$ cat src/rtl/core/afr_pkg.sv
// Package for the API frame receiver: framing constants, result kinds and
// the result record passed from the parser to the output register.
// No dependencies.
package afr_pkg;

  // Frame format constants.
  localparam logic [7:0] START_DELIM = 8'h7E;
  localparam logic [7:0] SUM_GOOD    = 8'hFF;

  // Largest payload length the receiver accepts (1 to 64).
  localparam int MAX_PAYLOAD = 64;
  localparam logic [7:0] MAX_PAYLOAD_B = 8'(MAX_PAYLOAD);

  // Width of the payload byte counter, enough for indexes below MAX_PAYLOAD.
  localparam int IDX_W = (MAX_PAYLOAD > 2) ? $clog2(MAX_PAYLOAD) : 1;

  // Reset value of the hunt limit register.
  localparam logic [7:0] HUNT_LIMIT_RST = 8'd5;

  // Register word indexes on the configuration port.
  localparam logic REG_HUNT_LIMIT = 1'b0;

  // Result kinds.
  typedef enum logic [2:0] {
    KIND_DATA    = 3'd0,
    KIND_GOOD    = 3'd1,
    KIND_BADSUM  = 3'd2,
    KIND_NODELIM = 3'd3,
    KIND_TOOLONG = 3'd4
  } kind_t;

  // One result record.
  typedef struct packed {
    kind_t       kind;
    logic [7:0]  data;
    logic [5:0]  position;
    logic [7:0]  frame_length;
  } result_t;

endpackage

$ cat src/rtl/core/afr_cfg.sv
// Configuration register file of the API frame receiver (APB-style port).
// Depends on afr_pkg.
module afr_cfg (
  input  logic        clk,
  input  logic        rst,
  input  logic        psel,
  input  logic        penable,
  input  logic        pwrite,
  input  logic [2:0]  paddr,
  input  logic [31:0] pwdata,
  output logic [31:0] prdata,
  output logic        pready,
  output logic [7:0]  hunt_limit
);
  import afr_pkg::*;

  logic wr_en;

  // A write completes in the access cycle; the port never stalls.
  assign pready = 1'b1;
  assign wr_en  = psel && penable && pwrite && (paddr[2] == REG_HUNT_LIMIT);

  always_ff @(posedge clk) begin
    if (rst) begin
      hunt_limit <= HUNT_LIMIT_RST;
    end else if (wr_en) begin
      hunt_limit <= pwdata[7:0];
    end
  end

  // Read data: the register value, zero beyond the register list.
  always_comb begin
    if (paddr[2] == REG_HUNT_LIMIT) begin
      prdata = {24'd0, hunt_limit};
    end else begin
      prdata = 32'd0;
    end
  end

endmodule

$ cat src/rtl/core/afr_parser.sv
// Frame parser of the API frame receiver: phase state machine, delimiter
// hunt, length capture, payload indexing and checksum. Depends on afr_pkg.
module afr_parser (
  input  logic            clk,
  input  logic            rst,
  input  logic            step,
  input  logic [7:0]      rx_byte,
  input  logic [7:0]      hunt_limit,
  output logic            res_valid,
  output afr_pkg::result_t res
);
  import afr_pkg::*;

  typedef enum logic [2:0] {
    PH_HUNT    = 3'd0,
    PH_LEN_HI  = 3'd1,
    PH_LEN_LO  = 3'd2,
    PH_PAYLOAD = 3'd3,
    PH_CHECK   = 3'd4
  } phase_t;

  phase_t           phase, phase_next;
  logic [7:0]       miss_count, miss_count_next;
  logic [7:0]       payload_length, payload_length_next;
  logic [IDX_W-1:0] byte_index, byte_index_next;
  logic [7:0]       running_sum, running_sum_next;
  logic [7:0]       sum_add;
  logic [8:0]       idx_inc;

  assign sum_add = running_sum + rx_byte;
  assign idx_inc = 9'(byte_index) + 9'd1;

  // Next state and result for the byte in hand.
  always_comb begin
    phase_next          = phase;
    miss_count_next     = miss_count;
    payload_length_next = payload_length;
    byte_index_next     = byte_index;
    running_sum_next    = running_sum;
    res_valid           = 1'b0;
    res                 = '{kind: KIND_DATA, data: 8'd0, position: 6'd0,
                            frame_length: 8'd0};
    unique case (phase)
      PH_LEN_HI: begin
        phase_next = PH_LEN_LO;
      end
      PH_LEN_LO: begin
        payload_length_next = rx_byte;
        byte_index_next     = '0;
        running_sum_next    = 8'd0;
        if (rx_byte > MAX_PAYLOAD_B) begin
          phase_next       = PH_HUNT;
          miss_count_next  = 8'd0;
          res_valid        = 1'b1;
          res.kind         = KIND_TOOLONG;
          res.frame_length = rx_byte;
        end else if (rx_byte == 8'd0) begin
          phase_next = PH_CHECK;
        end else begin
          phase_next = PH_PAYLOAD;
        end
      end
      PH_PAYLOAD: begin
        res_valid        = 1'b1;
        res.kind         = KIND_DATA;
        res.data         = rx_byte;
        res.position     = 6'(byte_index);
        res.frame_length = payload_length;
        running_sum_next = sum_add;
        if (idx_inc >= {1'b0, payload_length}) begin
          byte_index_next = '0;
          phase_next      = PH_CHECK;
        end else begin
          byte_index_next = idx_inc[IDX_W-1:0];
        end
      end
      PH_CHECK: begin
        running_sum_next = sum_add;
        res_valid        = 1'b1;
        res.kind         = (sum_add == SUM_GOOD) ? KIND_GOOD : KIND_BADSUM;
        res.frame_length = payload_length;
        phase_next       = PH_HUNT;
        miss_count_next  = 8'd0;
      end
      default: begin
        // Hunting, and any unused phase code.
        phase_next = PH_HUNT;
        if (rx_byte == START_DELIM) begin
          miss_count_next = 8'd0;
          phase_next      = PH_LEN_HI;
        end else if (miss_count >= hunt_limit) begin
          miss_count_next = 8'd0;
          res_valid       = 1'b1;
          res.kind        = KIND_NODELIM;
        end else begin
          miss_count_next = miss_count + 8'd1;
        end
      end
    endcase
  end

  // State registers advance on each accepted byte.
  always_ff @(posedge clk) begin
    if (rst) begin
      phase          <= PH_HUNT;
      miss_count     <= 8'd0;
      payload_length <= 8'd0;
      byte_index     <= '0;
      running_sum    <= 8'd0;
    end else if (step) begin
      phase          <= phase_next;
      miss_count     <= miss_count_next;
      payload_length <= payload_length_next;
      byte_index     <= byte_index_next;
      running_sum    <= running_sum_next;
    end
  end

endmodule

$ cat src/rtl/core/afr_out_reg.sv
// Result register of the API frame receiver: holds one result until the
// downstream side takes it. Depends on afr_pkg.
module afr_out_reg (
  input  logic             clk,
  input  logic             rst,
  input  logic             load,
  input  afr_pkg::result_t res_in,
  output logic             free,
  output logic             out_valid,
  input  logic             out_ready,
  output afr_pkg::result_t res_out
);
  import afr_pkg::*;

  // The register can take a new result when empty or emptying this cycle.
  assign free = !out_valid || out_ready;

  always_ff @(posedge clk) begin
    if (rst) begin
      out_valid <= 1'b0;
    end else if (free) begin
      out_valid <= load;
    end
  end

  // Payload needs no reset.
  always_ff @(posedge clk) begin
    if (free && load) begin
      res_out <= res_in;
    end
  end

endmodule

$ cat src/rtl/core/api_frame_receiver.sv
// API frame receiver: one byte is taken per cycle while the result register
// is free, and yields at most one result, registered there. Depends on
// afr_pkg, afr_cfg, afr_parser and afr_out_reg.
//
// Takes one byte per clock cycle, back to back, and loads its result, if any,
// into the result register. A byte is refused only while the result register
// holds a result that the downstream side has not taken; bytes that produce
// no result (delimiter, length high byte, tolerated noise) still wait for
// that register to free up. Results are payload bytes with their position,
// frame good, bad checksum, missing start delimiter after hunt_limit
// discarded bytes, and a declared length above MAX_PAYLOAD.
module api_frame_receiver (
  input  logic        clk,
  input  logic        rst,
  // Received byte channel.
  input  logic        in_valid,
  output logic        in_ready,
  input  logic [7:0]  rx_byte,
  // Result channel.
  output logic        out_valid,
  input  logic        out_ready,
  output logic [2:0]  kind,
  output logic [7:0]  data,
  output logic [5:0]  position,
  output logic [7:0]  frame_length,
  // Configuration port.
  input  logic        psel,
  input  logic        penable,
  input  logic        pwrite,
  input  logic [2:0]  paddr,
  input  logic [31:0] pwdata,
  output logic [31:0] prdata,
  output logic        pready
);
  import afr_pkg::*;

  logic [7:0] hunt_limit;
  logic       step;
  logic       res_valid;
  logic       free;
  result_t    res;
  result_t    res_q;

  afr_cfg u_cfg (
    .clk       (clk),
    .rst       (rst),
    .psel      (psel),
    .penable   (penable),
    .pwrite    (pwrite),
    .paddr     (paddr),
    .pwdata    (pwdata),
    .prdata    (prdata),
    .pready    (pready),
    .hunt_limit(hunt_limit)
  );

  // A byte transfer happens when the result register can take its result.
  assign in_ready = free;
  assign step     = in_valid && in_ready;

  afr_parser u_parser (
    .clk       (clk),
    .rst       (rst),
    .step      (step),
    .rx_byte   (rx_byte),
    .hunt_limit(hunt_limit),
    .res_valid (res_valid),
    .res       (res)
  );

  afr_out_reg u_out (
    .clk      (clk),
    .rst      (rst),
    .load     (step && res_valid),
    .res_in   (res),
    .free     (free),
    .out_valid(out_valid),
    .out_ready(out_ready),
    .res_out  (res_q)
  );

  assign kind         = res_q.kind;
  assign data         = res_q.data;
  assign position     = res_q.position;
  assign frame_length = res_q.frame_length;

  // Only payload results carry data and a position.
  assert property (@(posedge clk) disable iff (rst)
    out_valid && (kind != KIND_DATA) |-> (data == 8'd0) && (position == 6'd0))
    else $error("non-payload result carries data or position");

  // A no-delimiter report carries no frame length.
  assert property (@(posedge clk) disable iff (rst)
    out_valid && (kind == KIND_NODELIM) |-> (frame_length == 8'd0))
    else $error("no-delimiter result carries a frame length");

  // Payload bytes carry a nonzero frame length no larger than MAX_PAYLOAD.
  assert property (@(posedge clk) disable iff (rst)
    out_valid && (kind == KIND_DATA) |->
      (frame_length != 8'd0) && (frame_length <= MAX_PAYLOAD_B))
    else $error("payload byte outside an accepted frame length");

  // An empty result register never holds off the input.
  assert property (@(posedge clk) disable iff (rst)
    !out_valid |-> in_ready)
    else $error("input refused while the result register is empty");

endmodule
$ cat config.mk
export PLATFORM = sky130hd
export DESIGN_NAME = api_frame_receiver
export DESIGN_NICKNAME = d
export VERILOG_FILES = /design/src/rtl/core/afr_pkg.sv /design/src/rtl/core/afr_cfg.sv /design/src/rtl/core/afr_parser.sv /design/src/rtl/core/afr_out_reg.sv /design/src/rtl/core/api_frame_receiver.sv
export SDC_FILE = /design/constraint.sdc
export NUM_CORES = 1
export LEC_CHECK = 0
export BUFFER_PORTS_ARGS = -buffer_cell sky130_fd_sc_hd__clkbuf_2
export CAP_MARGIN = 10
export CORE_UTILIZATION = 56
export DETAILED_ROUTE_END_ITERATION = 8
export GPL_TIMING_DRIVEN = 0
export PLACE_DENSITY = 0.91
export SLEW_MARGIN = 20
export SYNTH_ARGS = -nofsm -noshare
export SYNTH_HDL_FRONTEND = slang
export SYNTH_SLANG_ARGS = --single-unit
$ cat constraint.sdc
create_clock -name clk -period 8.13 [get_ports clk]
set_clock_uncertainty 0.2 [all_clocks]
set_input_delay 1.626 -clock clk [delete_from_list [all_inputs] [get_ports clk]]
set_output_delay 1.626 -clock clk [all_outputs]
set_load 0.01 [all_outputs]
==> metrics.cfg, run 1 <==
[status]
status=finished, violations left
violations=DRC

[worst_hold_path]
min_path_type=reg -> reg
min_path_cells=2

[sta]
worst_slack_ns=4.15
maxSlewViolCount=0
setup_viol=0
hold_viol_final=0
max_freq_ghz=0.251
rsz0062_at_grt=no
slew_headroom_pct=47.3
period_minus_slack_ns=3.98
fin_crit_sh_pct=48.9
setup_tns_ns=0
worstMarginPinSlew_ns=0.789

[cells_and_area]
fin_nets=570
drive_gt1_share_pct=22.4
diodes=0
syn_to_final_growth_pct=18.2

[clock_tree]
htreeDepth=3
ctsHoldBuffers=0
clkTransAtPathRegs_ns=0.07
postCtsResizedCells=0
tritoncts=built
cts-buffers-inserted=9
cts_root_buf=clkbuf_8
clock_sinks=67
clk_path_buf_depth=2
cts_setup_buffers=0
insertion_delay_ns=0.35

[routing]
firstDrtPassIters=6
vias_per_cell=5.27
drc=14
vias=3038
routed_wirelength_um=7700
first_iter_violations=213
drtAntennaViolNets=0
routedWlPerCell_um=13.4

[floorplanning]
die_h_um=83.8
die_w_um=83.8
initial_core_util_pct=58.4
dieArea_mm2=0.00703
io_pins=110
core-area_mm2=0.00642
rows=29

[grt]
grt_use_met2_pct=39.5
grtUsageMet1_pct=28.0
grt_max_degree=26
grt_pass1_wl_um=12900
use_met3_pct=3.96
grt_antenna_before_repair=0
track_usage_pct=23.2
grt_pass1_vias=2878
gr-max-usage-layer=met2
gr-total-overflow=0

[power]
sw_frac_of_total_pct=24.7
clkPwrFrac_pct=40.7
p_int_uw=516
p_switching_uw=169
peakVddDrop_mv=0.0907
power_frac_comb_pct=8.2
leakage_nw=2.01
p_seq_share_pct=51.1
power_density_mw_per_mm2=155

[setup_path]
cp-start-kind=input pin
reg2regPathDepth=9
worstPathMaxFanout=10
cp-startpoint=paddr[2]
rr_endpoint=u_out.res_out[23]$_DFFE_PP_
worstReg2RegStart=u_parser.running_sum[0]$_SDFFE_PP0P_
crit_type=in -> out
cp.required_ns=6.30
crit_end=prdata[0]
endpoint_kind=output pin
slowest_delay_ns=0.29
rrSetupSlack_ns=5.31
crit_chain=clkbuf_1 -> nor2b_1 -> clkbuf_2
cp_slowest_cell=clkbuf_1
cp.arrival_ns=2.15

[synthesis]
synth_top_area_share_pct=22.4
synth_cells=404
synth_cell_types=57
synth_area_mm2=0.00375
synth_seq_cells=67
yosysWarnings=0
syn_avg_cell_area_um2=9.28
yosys-top-cells-area=dfxtp_1, edfxtp_1, ha_1
synth-edff-count=25
synth_top_cells_by_count=nor2_1, dfxtp_1, nand2_1, buf_4, edfxtp_1
synth_top_cell_by_area=dfxtp_1
ys_async_sr_fraction_pct=0
yosysMostFrequentCell=nor2_1
ys.flop_type=dfxtp_1
yosysSeqAreaShare_pct=42.4

[place]
dpl_worst_slack_ns=3.87
place.gp.congestion=0.886
place.port_buffers=57
dp_hpwl_um=5780

[job]
cap_violations=0

==> power by group through the flow <==
stage	Combinational, mW	Sequential, mW	Clock [mW]
floorplan	0.0377	0.358	0
global placement	0.0533	0.358	0
detailed placement	0.0554	0.358	0
CTS	0.0557	0.351	0.284
global route	0.0623	0.351	0.297
finish	0.0562	0.351	0.279
==> registers in the layout, indices dropped and copies added (netlist names) <==
name                     flops
u_parser.payload_length      8
u_parser.miss_count          8
u_parser.running_sum         8
u_parser.byte_index          6
u_out.res_out               25
u_out.out_valid              1
u_cfg.hunt_limit             8
u_parser.phase               3
==> worst max-delay path: cells and delay by family <==
kind	cells	cell delay, ns
buffers and inverters	2	0.43
AND/OR/NAND/NOR	1	0.09
==> per-layer routing <==
| layer | part of all wire, % | up-vias |
|---|---|---|
| met4 | 2.7 | 0 |
| li1 | - | 1530 |
| met1 | 43 | 1372 |
| met5 | 0 | - |
| met3 | 6.5 | 23 |
| met2 | 48 | 113 |
==> cell type report <==
class	instances	area (um2)
plain buffers	41	251
clock buffers	9	124
clock inverters	7	77.6
fillers	463	1990
inverters	22	82.6
multi-input cells	297	1920
flip-flops and latches	67	1590
well taps	77	96.3
repair buffers	57	285
==> how the worst min path moves through the flow <==
stage                                    startpoint                                    to  slack [ns]
2_1_floorplan      u_cfg.hunt_limit[1]$_SDFFE_PP0P_      u_cfg.hunt_limit[1]$_SDFFE_PP0P_        0.24
3_3_place_gp       u_cfg.hunt_limit[6]$_SDFFE_PP0P_      u_cfg.hunt_limit[6]$_SDFFE_PP0P_        0.24
3_5_place_dp       u_cfg.hunt_limit[6]$_SDFFE_PP0P_      u_cfg.hunt_limit[6]$_SDFFE_PP0P_        0.25
4_1_cts            u_cfg.hunt_limit[6]$_SDFFE_PP0P_      u_cfg.hunt_limit[6]$_SDFFE_PP0P_        0.26
5_1_grt        u_parser.running_sum[6]$_SDFFE_PP0P_  u_parser.running_sum[6]$_SDFFE_PP0P_        0.29
6_report           u_cfg.hunt_limit[6]$_SDFFE_PP0P_      u_cfg.hunt_limit[6]$_SDFFE_PP0P_        0.26
==> layout by cell type, fill, tap and decap left out, drive strengths merged, types with 5 or more instances in the layout <==
cell type and instances:
and2 20, xor2 15, edfxtp 25, mux2i 10, inv 23, nor2b 7
a22o 7, a21oi 19, o21ai 13, nand2b 6, xnor2 5, buf 28
a22oi 6, nand2 34, and3 6, nor2 45, conb 25, dfxtp 42
nor3 5, nand3 5, clkbuf 79, ha 24
==> kinds of logic after synthesis <==
kind of cell	Yosys count	share of synthesized area, %
flip-flops	67	42.4
XOR/XNOR	20	4.67
AO/OA/AOI/OAI	71	13.1
adder cells (fa/ha/maj)	25	8.54
multiplexers	10	2.67
other	2	0.200
buffers and inverters	63	8.91
AND/OR/NAND/NOR	146	19.4
==> metrics by stage <==
step | hold WS (ns) | cells | cell area [um2] | util, % | power, mW
CTS | 0.258 | 577 | 4430 | 69.0 | 0.690
detailed placement | 0.248 | 561 | 4230 | 65.8 | 0.414
finish | 0.263 | 577 | 4430 | 69.0 | 0.686
global route | 0.286 | 577 | 4430 | 69.0 | 0.711
floorplan | 0.236 | 427 | 3840 | - | 0.396
global placement | 0.242 | 561 | 4220 | 65.7 | 0.412
Power figures use the tool's default switching activity.
==> run 2: changes to the inputs <==
--- a/config.mk
+++ b/config.mk
@@ -5,12 +5,13 @@
 export SDC_FILE = /design/constraint.sdc
 export NUM_CORES = 1
 export LEC_CHECK = 0
+export ABC_AREA = 1
 export BUFFER_PORTS_ARGS = -buffer_cell sky130_fd_sc_hd__clkbuf_2
 export CAP_MARGIN = 10
-export CORE_UTILIZATION = 56
+export CORE_UTILIZATION = 52
 export DETAILED_ROUTE_END_ITERATION = 8
 export GPL_TIMING_DRIVEN = 0
-export PLACE_DENSITY = 0.91
+export PLACE_DENSITY = 0.86
 export SLEW_MARGIN = 20
 export SYNTH_ARGS = -nofsm -noshare
 export SYNTH_HDL_FRONTEND = slang
==> constraint.sdc (replaced) <==
create_clock -name clk -period 4.2 [get_ports clk]
set_clock_uncertainty 0.2 [all_clocks]
set_input_delay 0.84 -clock clk [delete_from_list [all_inputs] [get_ports clk]]
set_output_delay 0.84 -clock clk [all_outputs]
set_load 0.01 [all_outputs]
==> run 2 against run 1 <==
- the flow now finishes without violations
- count of clock-buffer cells in the layout unchanged
- cell area is 3.1% higher
- global-route usage shrank 2.0 points
- setup slack lost 2.6 ns
- final cell count is 19% higher
- sequential share of layout area decreased by 1.1 points
- critical path depth up 9
- critical endpoint is now u_out.res_out[8]$_SDFFCE_PN0P_
==> metrics.cfg, run 2 <==
[status]
status=completed  ; was finished, violations left

[sta]
fin_crit_sh_pct=62.5
whs_ns=0.270  ; was 0.263 ns
setup_tns_ns=0  ; unchanged
rsz0062_at_grt=no  ; unchanged
maxSlewViolCount=0  ; unchanged
setup_viol=0  ; unchanged
slew_headroom_pct=42.0  ; was 47.3%
worstMarginPinSlew_ns=0.870  ; was 0.789 ns
period_minus_slack_ns=2.63
max_freq_ghz=0.381
hold_viol_final=0  ; unchanged
worst_slack_ns=1.57  ; was 4.15 ns

[cells_and_area]
fin_util_pct=63.3  ; was 69.0%
syn_to_final_growth_pct=18.5  ; was 18.2%
largest_reg_flops=25  ; unchanged
design_area_mm2=0.00457  ; was 0.00443 mm2
instances_no_fill=686  ; was 577
diodes=0  ; unchanged
final_cell_mix=nand2_1, inv_1, clkbuf_2, nor2_1, dfxtp_1  ; was clkbuf_2, nor2_1, dfxtp_1, nand2_1
regMostFlops=u_out.res_out  ; unchanged
layout_commonest_cell=nand2_1  ; was clkbuf_2
drive_gt1_share_pct=21.1  ; was 22.4%
n_fill_cell=617  ; was 463
fin_nets=657  ; was 570

[grt]
gr-total-overflow=0  ; unchanged
grt_use_met2_pct=36.9  ; was 39.5%
grt_pass1_wl_um=12600  ; was 12,900 um
track_usage_pct=21.2  ; was 23.2%
grt_antenna_before_repair=0  ; unchanged
gr-max-usage-layer=met2  ; unchanged
grt_max_degree=26  ; unchanged
grt_pass1_vias=2933  ; was 2,878
grtUsageMet1_pct=24.7  ; was 28.0%
use_met3_pct=3.96  ; about the same

[synthesis]
yosysSeqAreaShare_pct=41.3  ; was 42.4%
syn_avg_cell_area_um2=7.85  ; was 9.28 um2
yosysMostFrequentCell=nand2_1  ; was nor2_1
synth_seq_cells=67  ; unchanged
synth_top_cells_by_count=nand2_1, inv_1, nor2_1, dfxtp_1, a21oi_1  ; was nor2_1, dfxtp_1, nand2_1, buf_4, edfxtp_1
synth-edff-count=25  ; unchanged
yosysWarnings=0  ; unchanged
yosys-top-cells-area=dfxtp_1, edfxtp_1, nand2_1  ; was dfxtp_1, edfxtp_1, ha_1
ys.flop_type=dfxtp_1  ; unchanged
ys_async_sr_fraction_pct=0  ; unchanged
synth_cell_types=36  ; was 57
synth_top_cell_by_area=dfxtp_1  ; unchanged
synth_area_mm2=0.00386  ; was 0.00375 mm2
synth_top_area_share_pct=21.8  ; was 22.4%
synth_cells=491  ; was 404

[clock_tree]
htreeDepth=3  ; unchanged
clkTransAtPathRegs_ns=0.07  ; about the same
cts-buffers-inserted=9  ; unchanged
clk_path_buf_depth=2  ; unchanged
cts_root_buf=clkbuf_8  ; unchanged
tritoncts=built  ; unchanged
cts_setup_buffers=0  ; unchanged
ctsHoldBuffers=0  ; unchanged
insertion_delay_ns=0.35  ; about the same
clock_sinks=67  ; unchanged
postCtsResizedCells=0  ; unchanged

[worst_hold_path]
min_path_type=reg -> reg  ; unchanged
min_path_cells=2  ; unchanged

[floorplanning]
die_h_um=88.1  ; was 83.8 um
die_w_um=88.1  ; was 83.8 um
initial_core_util_pct=53.5  ; was 58.4%
core-area_mm2=0.00721  ; was 0.00642 mm2
dieArea_mm2=0.00776  ; was 0.00703 mm2
io_pins=110  ; unchanged
rows=31  ; was 29

[routing]
first_iter_violations=164  ; was 213
vias=3445  ; was 3,038
routedWlPerCell_um=11.6  ; was 13.4 um
firstDrtPassIters=5  ; was 6
drc=0  ; was 14
routed_wirelength_um=7960  ; was 7700 um
vias_per_cell=5.02  ; was 5.27
drtAntennaViolNets=0  ; unchanged

[setup_path]
slowest_delay_ns=0.64  ; was 0.29 ns
cp.required_ns=3.98  ; was 6.30 ns
critical_path_buf_inv_count=2  ; unchanged
cp.arrival_ns=2.40  ; was 2.15 ns
crit_type=reg -> reg  ; was in -> out
cp_slowest_cell=inv_1  ; was clkbuf_1
cp-start-kind=flop  ; was input pin
endpoint_kind=flop  ; was output pin
critical_path.top_delay_family=buffers and inverters  ; unchanged
crit_chain=inv_1 -> ha_1 -> nand2_1 -> nand3b_1 -> nand2_1 -> nand2_1 -> nand2_1 -> nand2_1 -> nand2_1 -> nand2_1 -> nand2_1 -> inv_1  ; was clkbuf_1 -> nor2b_1 -> clkbuf_2
timing.critical_path.mode_cell=nand2_1
worstPathMaxFanout=25  ; was 10
reg2regPathDepth=12  ; was 9
cp_num_cells=12  ; was 3

[place]
place.gp.congestion=0.918  ; was 0.886
dpl_worst_slack_ns=1.25  ; was 3.87 ns
place.port_buffers=57  ; unchanged
dp_hpwl_um=5930  ; was 5780 um
place_area_mm2=0.00435  ; was 0.00423 mm2
dp_cells=670  ; was 561

[job]
cap_violations=0  ; unchanged

[power]
peakVddDrop_mv=0.141  ; was 0.0907 mV
leakage_nw=2.22  ; was 2.01 nW
total_power_mw=1.46  ; was 686 uW
power_density_mw_per_mm2=320  ; was 155 mW/mm2

## run 2: changes by cell type after synthesis, sizes merged, moves of 7 or more
cell    delta
and2      -20
a22o       -7
nor2b      -7
inv       +48
nand3     +20
o22ai      +7
mux2i     -10
clkbuf    -10
xor2       -8
a21oi     +21
nor2      +15
nand2     +69
o21ai     +13
## run 2: cells by family (layout without fill, tap and decap cells)
group           count (synthesis)  after routing  share of synthesized area (%)
simple gates                  205            205                           23.7
buf+inv                       101            174                           12.5
compound gates                 81             81                           11.7
flops                          67             67                           41.3
fa+ha+maj                      25             25                           8.31
xor+xnor                       10             10                           2.27
other cells                     2             25                          0.195
## run 2: final cells by class
cell class              count  area (um2)  area share (%)
plain buffers              31         220            4.82
inverters                  70         263            5.75
clock inverters             7        92.6            2.03
multi-input cells         346        1870            40.9
well taps                  99         124            2.71
repair buffers             57         285            6.24
clock buffers               9         124            2.71
flip-flops and latches     67        1590            34.8
## run 2: path summary, 6_finish.rpt
check | end | slack [ns] | from
worst max register to register | u_out.res_out[8]$_SDFFCE_PN0P_ | 1.57 | u_parser.miss_count[0]$_SDFFE_PP0P_
worst min register to register | u_parser.running_sum[2]$_SDFFE_PP0P_ | 0.27 | u_parser.running_sum[2]$_SDFFE_PP0P_
worst max-delay path | u_out.res_out[8]$_SDFFCE_PN0P_ | 1.57 | u_parser.miss_count[0]$_SDFFE_PP0P_
worst min-delay path | u_parser.running_sum[2]$_SDFFE_PP0P_ | 0.27 | u_parser.running_sum[2]$_SDFFE_PP0P_
## run 2: worst min-delay path, delay by kind of cell (launching register included)
kind	cells	cell delay (ns)
compound gates	1	0.05
flops	1	0.32
simple gates	1	0.06
## run 2: report_power, final
part           internal (mW)  switching, mW  leakage (nW)
clock                  0.333          0.249         0.113
combinational         0.0694          0.113          1.54
sequential             0.687        0.00999         0.572
## run 2: routing by layer
layer,wire [um],share of wire (%),vias to the layer above
li1,-,-,1738
met1,3370,42,1567
met2,3970,50,118
met3,409,5.1,22
met4,206,2.6,0
met5,0,0,-
==> run 3: changes to the inputs <==
--- a/config.mk
+++ b/config.mk
@@ -5,7 +5,7 @@
 export SDC_FILE = /design/constraint.sdc
 export NUM_CORES = 1
 export LEC_CHECK = 0
-export ABC_AREA = 1
+export ABC_AREA = 0
 export BUFFER_PORTS_ARGS = -buffer_cell sky130_fd_sc_hd__clkbuf_2
 export CAP_MARGIN = 10
 export CORE_UTILIZATION = 52
==> constraint.sdc (replaced) <==
create_clock -name clk -period 2.5 [get_ports clk]
set_clock_uncertainty 0.2 [all_clocks]
set_input_delay 0.5 -clock clk [delete_from_list [all_inputs] [get_ports clk]]
set_output_delay 0.5 -clock clk [all_outputs]
set_load 0.01 [all_outputs]
==> run 3 against run 2 <==
- the run now ends with setup timing left
- combinational power increased by 13%
- largest cell class unchanged
- worst hold slack got worse by 0.12 ns
- highest routed layer unchanged
- via count decreased by 10%
- critical endpoint is now u_parser.phase[1]$_SDFFE_PP0P_
- global-route usage increased by 2.2 points
- clock power increased by 56%
- critical path depth decreased by 2
- setup slack got worse by 1.6 ns
- non-clock buffer count increased by 14
==> metrics.cfg, run 3 (synthesis results as in run 1) <==
[grt]
grt_max_degree=14  ; was 26
track_usage_pct=23.4  ; was 21.2%
grt_pass1_vias=3025  ; was 2,933
grt_antenna_before_repair=0  ; unchanged
gr-total-overflow=0  ; unchanged
gr-max-usage-layer=met2  ; unchanged
grtUsageMet1_pct=26.9  ; was 24.7%
grt_pass1_wl_um=13400  ; was 12,600 um
use_met3_pct=4.93  ; was 3.96%
grt_use_met2_pct=40.9  ; was 36.9%

[routing]
routed_wirelength_um=8260  ; was 7960 um
first_iter_violations=165  ; was 164
drc=0  ; unchanged
routedWlPerCell_um=13.7  ; was 11.6 um
vias_per_cell=5.13  ; was 5.02
firstDrtPassIters=4  ; was 5
vias=3086  ; was 3,445
drtAntennaViolNets=0  ; unchanged

[cells_and_area]
design_area_mm2=0.00467  ; was 0.00457 mm2
diodes=0  ; unchanged
final_cell_mix=clkbuf_2, nor2_1, dfxtp_1, nand2_1, buf_4  ; was nand2_1, inv_1, clkbuf_2, nor2_1, dfxtp_1
regMostFlops=u_out.res_out  ; unchanged
drive_gt1_share_pct=29.3  ; was 21.1%
fin_nets=575  ; was 657
largest_reg_flops=25  ; unchanged
syn_to_final_growth_pct=24.7  ; was 18.5%
layout_commonest_cell=clkbuf_2  ; was nand2_1

[setup_path]
endpoint_kind=flop  ; unchanged
crit_chain=and3_4 -> and3_4 -> xor2_2 -> ha_1 -> nand2_2 -> nor3_2 -> a21oi_2 -> nand2b_4 -> or4b_1 -> a21oi_1  ; was inv_1 -> ha_1 -> nand2_1 -> nand3b_1 -> nand2_1 -> nand2_1 -> nand2_1 -> nand2_1 -> nand2_1 -> nand2_1 -> nand2_1 -> inv_1
cp-start-kind=flop  ; unchanged
cp_slowest_cell=or4b_1  ; was inv_1
worstPathMaxFanout=4  ; was 25
crit_type=reg -> reg  ; unchanged
slowest_delay_ns=0.48  ; was 0.64 ns
cp.required_ns=2.58  ; was 3.98 ns
cp.arrival_ns=2.65  ; was 2.40 ns
timing.critical_path.mode_cell=and3_4  ; was nand2_1

[power]
peakVddDrop_mv=0.288  ; was 0.141 mV
p_switching_uw=545  ; was 372 uW
p_seq_share_pct=50.6  ; was 47.7%
p_int_mw=1.71  ; was 1.09 mW
sw_frac_of_total_pct=24.2  ; was 25.4%
clkPwrFrac_pct=40.3  ; was 39.8%
leakage_nw=2.01  ; was 2.22 nW
power_frac_comb_pct=9.1  ; was 12.5%
power_density_mw_per_mm2=482  ; was 320 mW/mm2

[sta]
worstMarginPinSlew_ns=0.644  ; was 0.870 ns
fin_crit_sh_pct=103  ; was 62.5%
worst_slack_ns=-0.0705  ; was 1.57 ns
max_freq_ghz=0.389  ; was 0.381 GHz
rsz0062_at_grt=yes  ; was no
slew_headroom_pct=56.7  ; was 42.0%
setup_tns_ns=-0.111  ; was 0 ns
hold_viol_final=0  ; unchanged
setup_viol=2  ; was 0
maxSlewViolCount=0  ; unchanged
period_minus_slack_ns=2.57  ; was 2.63 ns

[place]
place.gp.congestion=0.875  ; was 0.918
place.port_buffers=57  ; unchanged
place_area_mm2=0.00429  ; was 0.00435 mm2
dp_hpwl_um=5820  ; was 5930 um

[clock_tree]
clock_sinks=67  ; unchanged
clkTransAtPathRegs_ns=0.07  ; about the same
tritoncts=built  ; unchanged
cts-buffers-inserted=9  ; unchanged
insertion_delay_ns=0.35  ; about the same
cts_root_buf=clkbuf_8  ; unchanged
htreeDepth=3  ; unchanged
clk_path_buf_depth=2  ; unchanged

[status]
status=finished, violations left  ; was completed
violations=setup timing

[floorplanning]
rows=30  ; was 31
die_w_um=86.9  ; was 88.1 um
dieArea_mm2=0.00756  ; was 0.00776 mm2
core-area_mm2=0.00687  ; was 0.00721 mm2
die_h_um=86.9  ; was 88.1 um
initial_core_util_pct=54.6  ; was 53.5%
io_pins=110  ; unchanged

[job]
cap_violations=0  ; unchanged

[worst_hold_path]
min_path_type=in -> reg  ; was reg -> reg

run 3: cell types whose count changed in the layout (fill, tap and decap cells not counted), moves of 11 or more:
cell,previous run,this run
nor2_1,54,43
and2_1,0,20
o21ai_0,22,8
nand3_1,25,5
inv_1,66,21
a21oi_1,40,14
nand2_1,97,32
run 3: repair_timing:
| item | CTS | global route |
|---|---|---|
| setup buffers | 4 | 2 |
| resized for setup | 21 | 12 |
| hold buffers | 0 | 0 |
| cloned | 1 | 0 |
| endpoints found under the setup margin | 41 | 45 |
| pin swaps | 12 | 4 |
run 3: layout make-up:
type,count,area (um2)
clock inverter,6,65.1
inverter,22,82.6
fill,526,2190
sequential,67,1610
multi-input combinational,298,2090
clock buffer,10,138
timing repair buffer,63,333
buffer,39,244
tap,96,120
run 3: per-stage QoR:
stage	utilization, %	cells	setup slack (ns)	hold slack (ns)	total power [mW]
detailed placement	62.4	580	-0.455	0.249	1.35
global placement	62.4	580	-0.445	0.242	1.34
global route	68.1	601	-0.167	0.156	2.34
CTS	67.2	600	-0.0306	0.142	2.26
finish	68.1	601	-0.0705	0.148	2.26
floorplan	-	427	-0.0755	0.236	1.29
run 3: final timing paths:
check / cells after the start / startpoint / endpoint / slack, ns
worst min register to register: 2 / u_cfg.hunt_limit[6]$_SDFFE_PP0P_ / u_cfg.hunt_limit[6]$_SDFFE_PP0P_ / 0.26
worst max register to register: 10 / u_parser.byte_index[1]$_SDFFE_PP0P_ / u_parser.phase[1]$_SDFFE_PP0P_ / -0.07
worst min-delay path: 2 / pwdata[2] / u_cfg.hunt_limit[2]$_SDFFE_PP1P_ / 0.15
worst max-delay path: 10 / u_parser.byte_index[1]$_SDFFE_PP0P_ / u_parser.phase[1]$_SDFFE_PP0P_ / -0.07
run 3: worst max-delay path: cells and delay by family, from the launching register on:
kind | cells | cell delay, ns
AOI/OAI and AO/OA | 2 | 0.22
xor gates and xnor gates | 1 | 0.15
adders and majority gates | 1 | 0.33
DFF | 1 | 0.36
and+or+nand+nor | 6 | 1.25
run 3: routing by layer:
metal,vias to the layer above,wire (um)
li1,1539,-
met2,123,4200
met1,1407,3330
met3,17,570
met4,0,161
met5,-,0
run 3: power by group through the flow:
stage                     Sequential, mW  Combinational (mW)  Clock, mW
after floorplan                     1.16               0.126          0
after global placement              1.16               0.178          0
final                               1.14               0.206      0.909
after detailed placement            1.17               0.185          0
after global routing                1.14               0.228      0.969
after CTS                           1.14               0.198      0.918
